`src/rtl/core/share_rate_difficulty_retarget_core_macros.svh`:
```
// assertion helpers for the retarget core
`ifndef SHARE_RATE_DIFFICULTY_RETARGET_CORE_MACROS_SVH
`define SHARE_RATE_DIFFICULTY_RETARGET_CORE_MACROS_SVH

// implication checked on every rising clock edge outside reset
`define SRDR_ASSERT_IMP(label, clk, rst_n, ante, cons) \
    label: assert property (@(posedge clk) disable iff (!rst_n) (ante) |-> (cons)) \
        else $error("assertion failed");

// next-cycle implication checked outside reset
`define SRDR_ASSERT_NXT(label, clk, rst_n, ante, cons) \
    label: assert property (@(posedge clk) disable iff (!rst_n) (ante) |=> (cons)) \
        else $error("assertion failed");

`endif

```
`src/rtl/core/srdr_pkg.sv`:
```
package srdr_pkg;

    localparam int unsigned WINDOW_DEF = 100;
    localparam int unsigned DIFF_W     = 48;
    localparam int unsigned TIME_W     = 32;
    localparam int unsigned CNT_W      = 32;
    localparam int unsigned HASH_W     = 64;
    localparam int unsigned OP_W       = 3;
    localparam int unsigned CFG_IDX_W  = 3;
    localparam int unsigned CFG_DATA_W = 48;
    // dividend width of both quotients
    localparam int unsigned NUM_W      = 96;

    typedef enum logic [OP_W-1:0] {
        OP_CONNECT  = 3'd0,
        OP_ACCEPTED = 3'd1,
        OP_REJECTED = 3'd2,
        OP_STALE    = 3'd3,
        OP_TOUCH    = 3'd4,
        OP_SET_DIFF = 3'd5,
        OP_EVALUATE = 3'd6,
        OP_UNUSED   = 3'd7
    } t_op;

    typedef enum logic [CFG_IDX_W-1:0] {
        CFG_ENABLE   = 3'd0,
        CFG_INTERVAL = 3'd1,
        CFG_TARGET   = 3'd2,
        CFG_MIN_DIFF = 3'd3,
        CFG_MAX_DIFF = 3'd4,
        CFG_TIMEOUT  = 3'd5
    } t_cfg_idx;

    typedef struct packed {
        logic               start;
        logic [NUM_W-1:0]   dividend;
        logic [TIME_W-1:0]  divisor;
    } t_div_req;

    typedef struct packed {
        logic               done;
        logic [NUM_W-1:0]   quotient;
    } t_div_rsp;

    // clamp of a wide value into min then max
    function automatic logic [DIFF_W-1:0] clamp_diff(
        input logic [NUM_W-1:0]  v,
        input logic [DIFF_W-1:0] mn,
        input logic [DIFF_W-1:0] mx
    );
        logic [NUM_W-1:0] t;
        t = v;
        if (t < {{(NUM_W-DIFF_W){1'b0}}, mn}) t = {{(NUM_W-DIFF_W){1'b0}}, mn};
        if (t > {{(NUM_W-DIFF_W){1'b0}}, mx}) t = {{(NUM_W-DIFF_W){1'b0}}, mx};
        return t[DIFF_W-1:0];
    endfunction

endpackage

```
`src/rtl/core/srdr_div.sv`:
```
// restoring divider, one quotient bit per cycle
module srdr_div (
    input  logic                i_clk,
    input  logic                i_rst_n,
    input  srdr_pkg::t_div_req  i_req,
    output srdr_pkg::t_div_rsp  o_rsp
);
    localparam int unsigned NW = srdr_pkg::NUM_W;
    localparam int unsigned DW = srdr_pkg::TIME_W;
    localparam int unsigned CW = $clog2(NW + 1);

    logic [NW-1:0] r_q, n_q;
    logic [DW:0]   r_rem, n_rem;
    logic [DW-1:0] r_den;
    logic [CW-1:0] r_cnt, n_cnt;
    logic          r_busy, n_busy, r_done, n_done;
    logic [DW:0]   w_trial;

    // shift one bit in, trial subtract
    always_comb begin
        w_trial = {r_rem[DW-1:0], r_q[NW-1]};
        n_q     = r_q;
        n_rem   = r_rem;
        n_cnt   = r_cnt;
        n_busy  = r_busy;
        n_done  = 1'b0;
        if (i_req.start) begin
            n_q    = i_req.dividend;
            n_rem  = '0;
            n_cnt  = CW'(NW);
            n_busy = 1'b1;
        end else if (r_busy) begin
            if (w_trial >= {1'b0, r_den}) begin
                n_rem = w_trial - {1'b0, r_den};
                n_q   = {r_q[NW-2:0], 1'b1};
            end else begin
                n_rem = w_trial;
                n_q   = {r_q[NW-2:0], 1'b0};
            end
            n_cnt = r_cnt - 1'b1;
            if (r_cnt == CW'(1)) begin
                n_busy = 1'b0;
                n_done = 1'b1;
            end
        end
    end

    always_ff @(posedge i_clk) begin
        if (!i_rst_n) begin
            r_busy <= 1'b0;
            r_done <= 1'b0;
            r_cnt  <= '0;
        end else begin
            r_busy <= n_busy;
            r_done <= n_done;
            r_cnt  <= n_cnt;
        end
        r_q   <= n_q;
        r_rem <= n_rem;
        if (i_req.start) r_den <= i_req.divisor;
    end

    assign o_rsp.done     = r_done;
    assign o_rsp.quotient = r_q;
endmodule

```
`config.mk`:
```
export PLATFORM = sky130hd
export DESIGN_NAME = srdr_div
export DESIGN_NICKNAME = d
export VERILOG_FILES = /design/src/rtl/core/share_rate_difficulty_retarget_core_macros.svh /design/src/rtl/core/srdr_pkg.sv /design/src/rtl/core/srdr_div.sv
export SDC_FILE = /design/constraint.sdc
export NUM_CORES = 1
export LEC_CHECK = 0
export BUFFER_PORTS_ARGS = -buffer_cell sky130_fd_sc_hd__buf_2
export CAP_MARGIN = 40
export CORE_ASPECT_RATIO = 1.1
export CORE_MARGIN = 1.5
export CORE_UTILIZATION = 53
export DETAILED_ROUTE_END_ITERATION = 8
export PLACE_DENSITY = 0.8
export SYNTH_ARGS = -nofsm -noshare
export SYNTH_HDL_FRONTEND = slang
export SYNTH_SLANG_ARGS = --single-unit
```
`constraint.sdc`:
```
create_clock -name i_clk -period 3.9 [get_ports i_clk]
set_input_delay 0.39 -clock i_clk [delete_from_list [all_inputs] [get_ports i_clk]]
set_output_delay 0.39 -clock i_clk [all_outputs]
set_load 0.005 [all_outputs]
```
==> results of run 1 <==
-- per-layer routing --
layer | vias up | part of all wire (%) | GRT usage [%]
met2 | 252 | 49 | 43.3
met4 | 6 | 2.5 | 8.59
met5 | - | 0.16 | 0
met3 | 41 | 8.0 | 7.96
li1 | 3138 | - | -
met1 | 3093 | 40 | 30.5
-- final cells by class --
type / count / area [µm²]
Inverter: 46 / 173
Clock inverter: 15 / 163
Clock buffer: 17 / 425
Tap cell: 200 / 250
Fill cell: 1222 / 5320
Antenna cell: 1 / 2.50
Sequential cell: 169 / 4670
Multi-Input combinational cell: 473 / 3710
Timing Repair Buffer: 233 / 1210
-- through the flow --
stage	area, µm²	setup slack [ns]	std cells
final	10600	0.624	1154
after global routing	10600	0.384	1153
after CTS	10600	0.661	1153
after detailed placement	10000	0.708	1121
after global placement	10000	0.814	1121
after floorplan	8710	0.499	723
-- logic make-up after synthesis --
family | synth area share (%)
flip-flops | 53.5
AO/OA/AOI/OAI | 11.5
multiplexers | 14.9
buffers and inverters | 4.02
AND/OR/NAND/NOR | 8.10
XOR/XNOR | 2.81
adder cells (fa/ha/maj) | 5.11
-- how the worst max path moves through the flow --
| stage | startpoint | end | slack (ns) | cells past startpoint |
|---|---|---|---|---|
| after floorplan | i_req[128] | r_q[0] | 0.50 | 3 |
| after global placement | r_q[95] | r_rem[30] | 0.81 | 12 |
| after detailed placement | r_q[95] | r_rem[30] | 0.71 | 12 |
| after CTS | r_q[95] | r_rem[30] | 0.66 | 12 |
| after global routing | r_q[95] | r_rem[30] | 0.38 | 12 |
| final | r_q[95] | r_rem[30] | 0.62 | 12 |
-- registers in the layout, indices dropped and copies added (netlist names) --
name    cells
r_busy      1
r_cnt       7
r_den      32
r_done      1
r_q        96
r_rem      32
-- cell usage after synthesis, types with 9 or more instances --
| master | count | area, µm² |
|---|---|---|
| nand2_1 | 41 | 154 |
| inv_1 | 44 | 165 |
| nor2_1 | 56 | 210 |
| a211oi_1 | 24 | 180 |
| dfxtp_1 | 41 | 821 |
| a21o_1 | 9 | 67.6 |
| nand4_1 | 11 | 68.8 |
| mux2_2 | 97 | 1090 |
| xnor2_1 | 19 | 166 |
| ha_1 | 34 | 425 |
| edfxtp_1 | 128 | 3840 |
| o21ai_0 | 17 | 85.1 |
| a21oi_1 | 31 | 155 |
| xor2_1 | 9 | 78.8 |
| clkbuf_1 | 20 | 75.1 |
| mux2i_1 | 21 | 210 |
-- power by group through the flow --
| stage | clock, mW | combinational (mW) | sequential [mW] |
|---|---|---|---|
| 2_1_floorplan | 0 | 0.688 | 2.28 |
| 3_3_place_gp | 0 | 1.01 | 2.28 |
| 3_5_place_dp | 0 | 1.03 | 2.28 |
| 4_1_cts | 1.70 | 1.04 | 2.25 |
| 5_1_grt | 1.76 | 1.15 | 2.27 |
| 6_report | 1.68 | 1.05 | 2.25 |
-- worst max-delay path: stages (launching register included) --
cell      delay (ns)
edfxtp_1        0.36
inv_1           0.05
ha_1            0.24
fa_1            0.39
nor2b_1         0.20
o31a_1          0.19
a41oi_1         0.29
o311ai_1        0.45
a21oi_1         0.17
a21oi_1         0.27
mux2i_1         0.21
o21ai_1         0.08
a311oi_1        0.27
==> results.cfg, run 1 <==
[floorplan]
pin_count = 228
dieArea_mm2 = 0.0172
start_util_pct = 54.8
die_w_um = 125
dieHeight_um = 137
num_rows = 48
core-area_mm2 = 0.0159

[clock_network]
cts.repair.resized = 0
htreeDepth = 4
path_clk_slew_ns = 0.07
ctsRootBufferMaster = clkbuf_16
numCtsBuffers = 17
cts_tree = done
clock_path_buffers = 2
clk_latency_ns = 0.43
cts_hold_buffers = 0
cts_setup_buffers = 0
cts_sinks = 169

[logic_synthesis]
yosysSeqAreaShare_pct = 53.5
syn_area_per_cell_um2 = 12.1
syn_inst = 723
syn_nets = 889
netlist_area_mm2 = 0.00871
async_reset_ff_share_pct = 0
synthDistinctLibCells = 67
yosys_warnings = 0
synth_edf_count = 128
ys.flop_type = edfxtp_1
synth-seq-cells = 169

[sta]
maxSlewViolCount = 0
max-slew-margin-rel_pct = 45.5
timing.final.crit_period_ns = 3.28
hold_viol = 0
worst_slew_pin_slew_ns = 0.818
setup_viol = 0
finalClockSkew_ns = 0.00974
holdWs_ns = 0.134
setup_tns_ns = 0
fmax_mhz = 305
rsz0062_at_grt = false
finalCritPeriodShare_pct = 84.0

[routing]
drcViolationCount = 0
wl_mm = 22.0
vias = 6530
dr.pass1.iters = 5
viasPerCell = 5.66
wire_per_inst_um = 19.1
drtIter0Drc = 365
antenna_left = 0

[worst_hold_path]
hold_class = input pin to register
worstHoldPathCells = 1
worstHoldEndpoint = r_den[7]
hp-start = i_req[7]

[worst_setup_path]
critPathMaxFanout = 6
crit_path_start_kind = register
r2r-start = r_q[95]
rr_worst_depth = 12
worstSetupPathType = register to register
worstSetupEndpointType = register
r2r_end = r_rem[30]
r2r_slack_ns = 0.62
cp_data_arrival_time_ns = 3.60
worstPathRequired_ns = 4.23

[finish]
layout_commonest_cell = buf_2
final_util_pct = 66.6
drive_above_1_share_pct = 39.6
layout_common_cells = buf_2 (226), edfxtp_1 (128), mux2_2 (97)
syn2layout_area_growth_pct = 21.6
nNetsFinal = 1106

[power]
vdd_drop_max_mv = 0.338
clkPwrFrac_pct = 33.7
switching_share_pct = 29.0
power.internal_mw = 3.53
p_total_mw = 4.97
p_leak_nw = 4.45
pwr-share-comb_pct = 21.0
power_switching_mw = 1.44
p_per_area_mw_per_mm2 = 469
seq_power_share_pct = 45.2

[place]
portBuffers = 227
dp_hpwl_mm = 16.2
place_congestion = 0.899

[global_routing]
track_usage_pct = 25.3
grt_pass1_vias = 6557
grt_antenna_before_repair = 3
grt_start_max_net_pins = 159
grt-ovfl-total = 0
grt_first_pass_wirelength_mm = 33.6

[job]
maxCapViolCount = 0

[run_status]
status = complete, no violations
No activity file was read; power rests on OpenSTA's default activity.
==> inputs of run 2 (changes only) <==
- clock period: 3.9 -> 3.1 ns (I/O delays scaled with it)
==> results.cfg, run 2 (synthesized netlist as in run 1, its figures left out) <==
[clock_network]
cts_tree = done
numCtsBuffers = 17
cts_sinks = 169
ctsRootBufferMaster = clkbuf_16
path_clk_slew_ns = 0.07
htreeDepth = 4
clock_path_buffers = 2
cts_hold_buffers = 0
clk_latency_ns = 0.43

[worst_setup_path]
critPathMaxFanout = 14
worstSetupPathType = register to register
crit_path_start_kind = register
cp_data_arrival_time_ns = 3.27
worstSetupEndpointType = register
worstPathRequired_ns = 3.44

[worst_hold_path]
hold_class = input pin to register

[sta]
fmax_mhz = 342
max-slew-margin-rel_pct = 39.2
maxSlewViolCount = 0
worst_slew_pin_slew_ns = 0.912
timing.final.crit_period_ns = 2.93
setup_tns_ns = 0
hold_viol = 0
finalCritPeriodShare_pct = 94.4
holdWs_ns = 0.0526
finalClockSkew_ns = 0.0100
setup_viol = 0

[place]
place_congestion = 0.889
portBuffers = 227
dp.cells = 1133
dpl-instance-area_mm2 = 0.0101
dp_hpwl_mm = 16.0

[floorplan]
core-area_mm2 = 0.0159
dieHeight_um = 137
dieArea_mm2 = 0.0172
num_rows = 48
start_util_pct = 54.8
die_w_um = 125
pin_count = 228

[finish]
syn2layout_area_growth_pct = 23.9
nNetsFinal = 1120
layout_commonest_cell = buf_2
fin_area_mm2 = 0.0108
largest_register_ff_count = 96
reg_top3 = r_q: 96 flops, r_den: 32 flops, r_rem: 32 flops
drive_above_1_share_pct = 41.4
final_cell_count_no_fill = 1168
top_register = r_q
layout_common_cells = buf_2 (226), edfxtp_1 (128), mux2_2 (97)

[power]
power_switching_mw = 1.89
p_leak_nw = 4.54
power.internal_mw = 4.44
clkPwrFrac_pct = 33.6
vdd_drop_max_mv = 0.387
switching_share_pct = 29.8
seq_power_share_pct = 44.6
pwr-share-comb_pct = 21.8
p_per_area_mw_per_mm2 = 586

[global_routing]
grt_antenna_before_repair = 4
grt_start_max_net_pins = 159
track_usage_pct = 25.2
grt_pass1_vias = 6584
grt-ovfl-total = 0
grt_first_pass_wirelength_mm = 33.6

[routing]
wire_per_inst_um = 18.7
vias = 6574
drtIter0Drc = 348
antenna_left = 0
dr.pass1.iters = 5
drcViolationCount = 0
wl_mm = 21.9
viasPerCell = 5.63

[job]
maxCapViolCount = 0

[run_status]
status = complete, no violations
## run 2: cell types whose count changed in the layout (fill, tap and decap cells not counted), sizes merged
| cell | previous run | this run |
|---|---|---|
| clkinv | 8 | 12 |
| inv | 50 | 49 |
| bufinv | 1 | 0 |
| clkinvlp | 2 | 0 |
| buf | 233 | 247 |
## run 2: worst paths after layout
kind	start	end	slack [ns]	depth (start not counted)
setup reg to reg	r_den[10]	r_rem[27]	0.17	11
hold / removal	i_req[9]	r_den[9]	0.05	1
hold reg to reg	r_rem[1]	r_rem[1]	0.49	2
setup / recovery	r_den[10]	r_rem[27]	0.17	11
## run 2: per-layer routing
| metal | global-route usage [%] | wire length (µm) | up-vias |
|---|---|---|---|
| li1 | - | - | 3178 |
| met1 | 29.4 | 8680 | 3121 |
| met2 | 45.6 | 11300 | 243 |
| met3 | 7.38 | 1560 | 26 |
| met4 | 6.76 | 310 | 6 |
| met5 | 0 | 38 | - |
## run 2: final cells by class
cell class	instances	area (µm²)
Fill cell	1191	5120
Sequential cell	169	4670
Multi-Input combinational cell	473	3760
Timing Repair Buffer	247	1340
Clock buffer	17	425
Tap cell	200	250
Clock inverter	15	179
Inverter	46	173
Antenna cell	1	2.50
## run 2: power by group through the flow
stage / logic [mW] / registers (mW) / clock network (mW)
after detailed placement: 1.35 / 2.87 / 0
final: 1.38 / 2.82 / 2.12
after global placement: 1.33 / 2.86 / 0
after global routing: 1.51 / 2.85 / 2.25
after floorplan: 0.866 / 2.86 / 0
after CTS: 1.36 / 2.82 / 2.16
## run 2: metrics by stage
stage | utilization [%] | power [mW] | worst slack [ns]
final | 67.8 | 6.33 | 0.175
after floorplan | - | 3.72 | 0.269
after global placement | 63.6 | 4.19 | 0.158
after detailed placement | 63.6 | 4.22 | 0.0870
after CTS | 67.4 | 6.34 | 0.0329
after global routing | 67.8 | 6.60 | -0.00257
## run 2: what timing repair did
item,in CTS,in global routing
endpoints found under the setup margin,0,24
gates resized for setup,0,11
setup buffers,0,2
## run 2: critical path: stages (launching register included)
cell and delay [ns]:
edfxtp_1 0.33, inv_1 0.04, ha_1 0.41, a21o_2 0.20
a21o_1 0.11, a21oi_1 0.08, or3_1 0.33, o211a_2 0.19
nor3_4 0.22, nor2_4 0.15, or4_4 0.55, a311oi_2 0.23
==> inputs of run 3 (changes only) <==
- CORE_UTILIZATION: 53 -> 55
- CTS_BUF_LIST: default -> sky130_fd_sc_hd__clkbuf_8
- PLACE_DENSITY: 0.8 -> 0.83
==> results.cfg, run 3 (synthesized netlist as in run 1, its figures left out) <==
[routing]
drtIter0Drc = 408
antenna_left = 0
vias = 6690
viasPerCell = 5.59
wl_mm = 22.0
wire_per_inst_um = 18.4
drcViolationCount = 0
dr.pass1.iters = 5

[power]
p_total_mw = 5.76
p_per_area_mw_per_mm2 = 532
p_leak_nw = 4.57
vdd_drop_max_mv = 0.369

[sta]
finalCritPeriodShare_pct = 95.4
hold_viol = 0
setup_tns_ns = 0
rsz0062_at_grt = true
setup_viol = 0
maxSlewViolCount = 0
fmax_mhz = 338
finalClockSkew_ns = 0.0175
timing.final.crit_period_ns = 2.96
worst_slew_pin_slew_ns = 0.670
max-slew-margin-rel_pct = 55.3

[finish]
layout_commonest_cell = buf_2
syn2layout_area_growth_pct = 24.2
reg_top3 = r_q: 96 flops, r_den: 32 flops, r_rem: 32 flops
largest_register_ff_count = 96
final_cell_count_no_fill = 1196
layout_common_cells = buf_2 (226), edfxtp_1 (128), mux2_2 (97)
fillers = 1195
diodes = 0
top_register = r_q
nNetsFinal = 1149
drive_above_1_share_pct = 40.4

[worst_setup_path]
worst-path-stages = 11
critPathTopFamily = simple AND/OR/NAND/NOR gates
critPathSlowestCell = or4_4
cpPeakStageDelay_ns = 0.55
worstSetupEndpointType = register
worstSetupPathType = register to register
cp_data_arrival_time_ns = 3.34
critPathMaxFanout = 14
cp_num_buf_inv = 1
crit_path_start_kind = register
rr_worst_depth = 11
critical_path.most_common_cell = nand4_1
worstPathRequired_ns = 3.48
crit_chain = inv_1, ha_1, nand4_1, or2_2, nor2_1, nand4_1, o211ai_1, a211o_2, nor2_4, or4_4, a311oi_2

[clock_network]
path_clk_slew_ns = 0.10
cts_tree = done
cts_sinks = 169
ctsRootBufferMaster = clkbuf_8
htreeDepth = 4
clk_latency_ns = 0.48
clock_path_buffers = 2
numCtsBuffers = 17

[global_routing]
grt_pass1_vias = 6595
grt_antenna_before_repair = 3
track_usage_pct = 26.6
grt_start_max_net_pins = 65
grt-ovfl-total = 0
grt_first_pass_wirelength_mm = 33.6

[run_status]
status = complete, no violations

[place]
dp_hpwl_mm = 16.4
dp.cells = 1137
place_congestion = 0.945
portBuffers = 227

[floorplan]
dieHeight_um = 135
num_rows = 48
start_util_pct = 55.8
dieArea_mm2 = 0.0166
die_w_um = 123
core-area_mm2 = 0.0156
pin_count = 228

[worst_hold_path]
worstHoldPathCells = 1
hold_class = input pin to register

[job]
maxCapViolCount = 0
-- run 3: cell types whose count changed in the layout (fill, tap and decap cells not counted), moves of 3 or more --
cell and delta:
buf_4 +6, clkbuf_16 -17, ha_1 +3, clkinv_4 -3, clkbuf_8 +17, dlygate4sd3_1 +25
-- run 3: path summary, 6_finish.rpt --
kind | startpoint | to | slack (ns)
hold reg to reg | r_rem[1] | r_rem[1] | 0.50
setup reg to reg | r_den[12] | r_rem[27] | 0.14
setup / recovery | r_den[12] | r_rem[27] | 0.14
hold / removal | i_req[19] | r_den[19] | 0.03
-- run 3: routing by layer --
metal,wire length [µm],up-vias,track usage [%]
li1,-,3214,-
met1,8620,3166,31.5
met2,10800,263,44.8
met3,2040,43,9.67
met4,554,4,8.88
met5,20,-,0
-- run 3: repair_timing --
action / in CTS / in global routing
hold endpoints to repair: 20 / 5
hold buffers: 20 / 5
setup endpoints to repair: 0 / 11
setup buffers: 0 / 2
resized for setup: 0 / 9
-- run 3: where the power goes --
| part | internal (mW) | leakage, nW | switching, mW | total (mW) |
|---|---|---|---|---|
| Clock | 0.601 | 0.195 | 0.939 | 1.54 |
| Sequential | 2.70 | 1.62 | 0.124 | 2.82 |
| Combinational | 0.662 | 2.75 | 0.738 | 1.40 |
| Total | 3.96 | 4.57 | 1.80 | 5.76 |
-- run 3: per-stage QoR --
| stage | area [µm²] | hold slack [ns] | setup WS [ns] | util (%) |
|---|---|---|---|---|
| finish | 10800 | 0.0254 | 0.141 | 69.3 |
| global route | 10800 | 0.000415 | -0.0336 | 69.3 |
| CTS | 10700 | 0.00210 | 0.0467 | 68.6 |
| detailed placement | 10100 | 0.482 | 0.0649 | 64.9 |
| global placement | 10100 | 0.470 | 0.183 | 64.9 |
| floorplan | 8720 | 0.409 | 0.269 | - |
-- run 3: cell type report --
| cell class | instances | area, µm² | share of cell area (%) |
|---|---|---|---|
| clock buffers | 17 | 234 | 2.16 |
| inverters | 46 | 173 | 1.60 |
| clock inverters | 15 | 156 | 1.44 |
| flip-flops and latches | 169 | 4670 | 43.1 |
| repair buffers | 276 | 1600 | 14.8 |
| well taps | 200 | 250 | 2.31 |
| multi-input cells | 473 | 3750 | 34.6 |
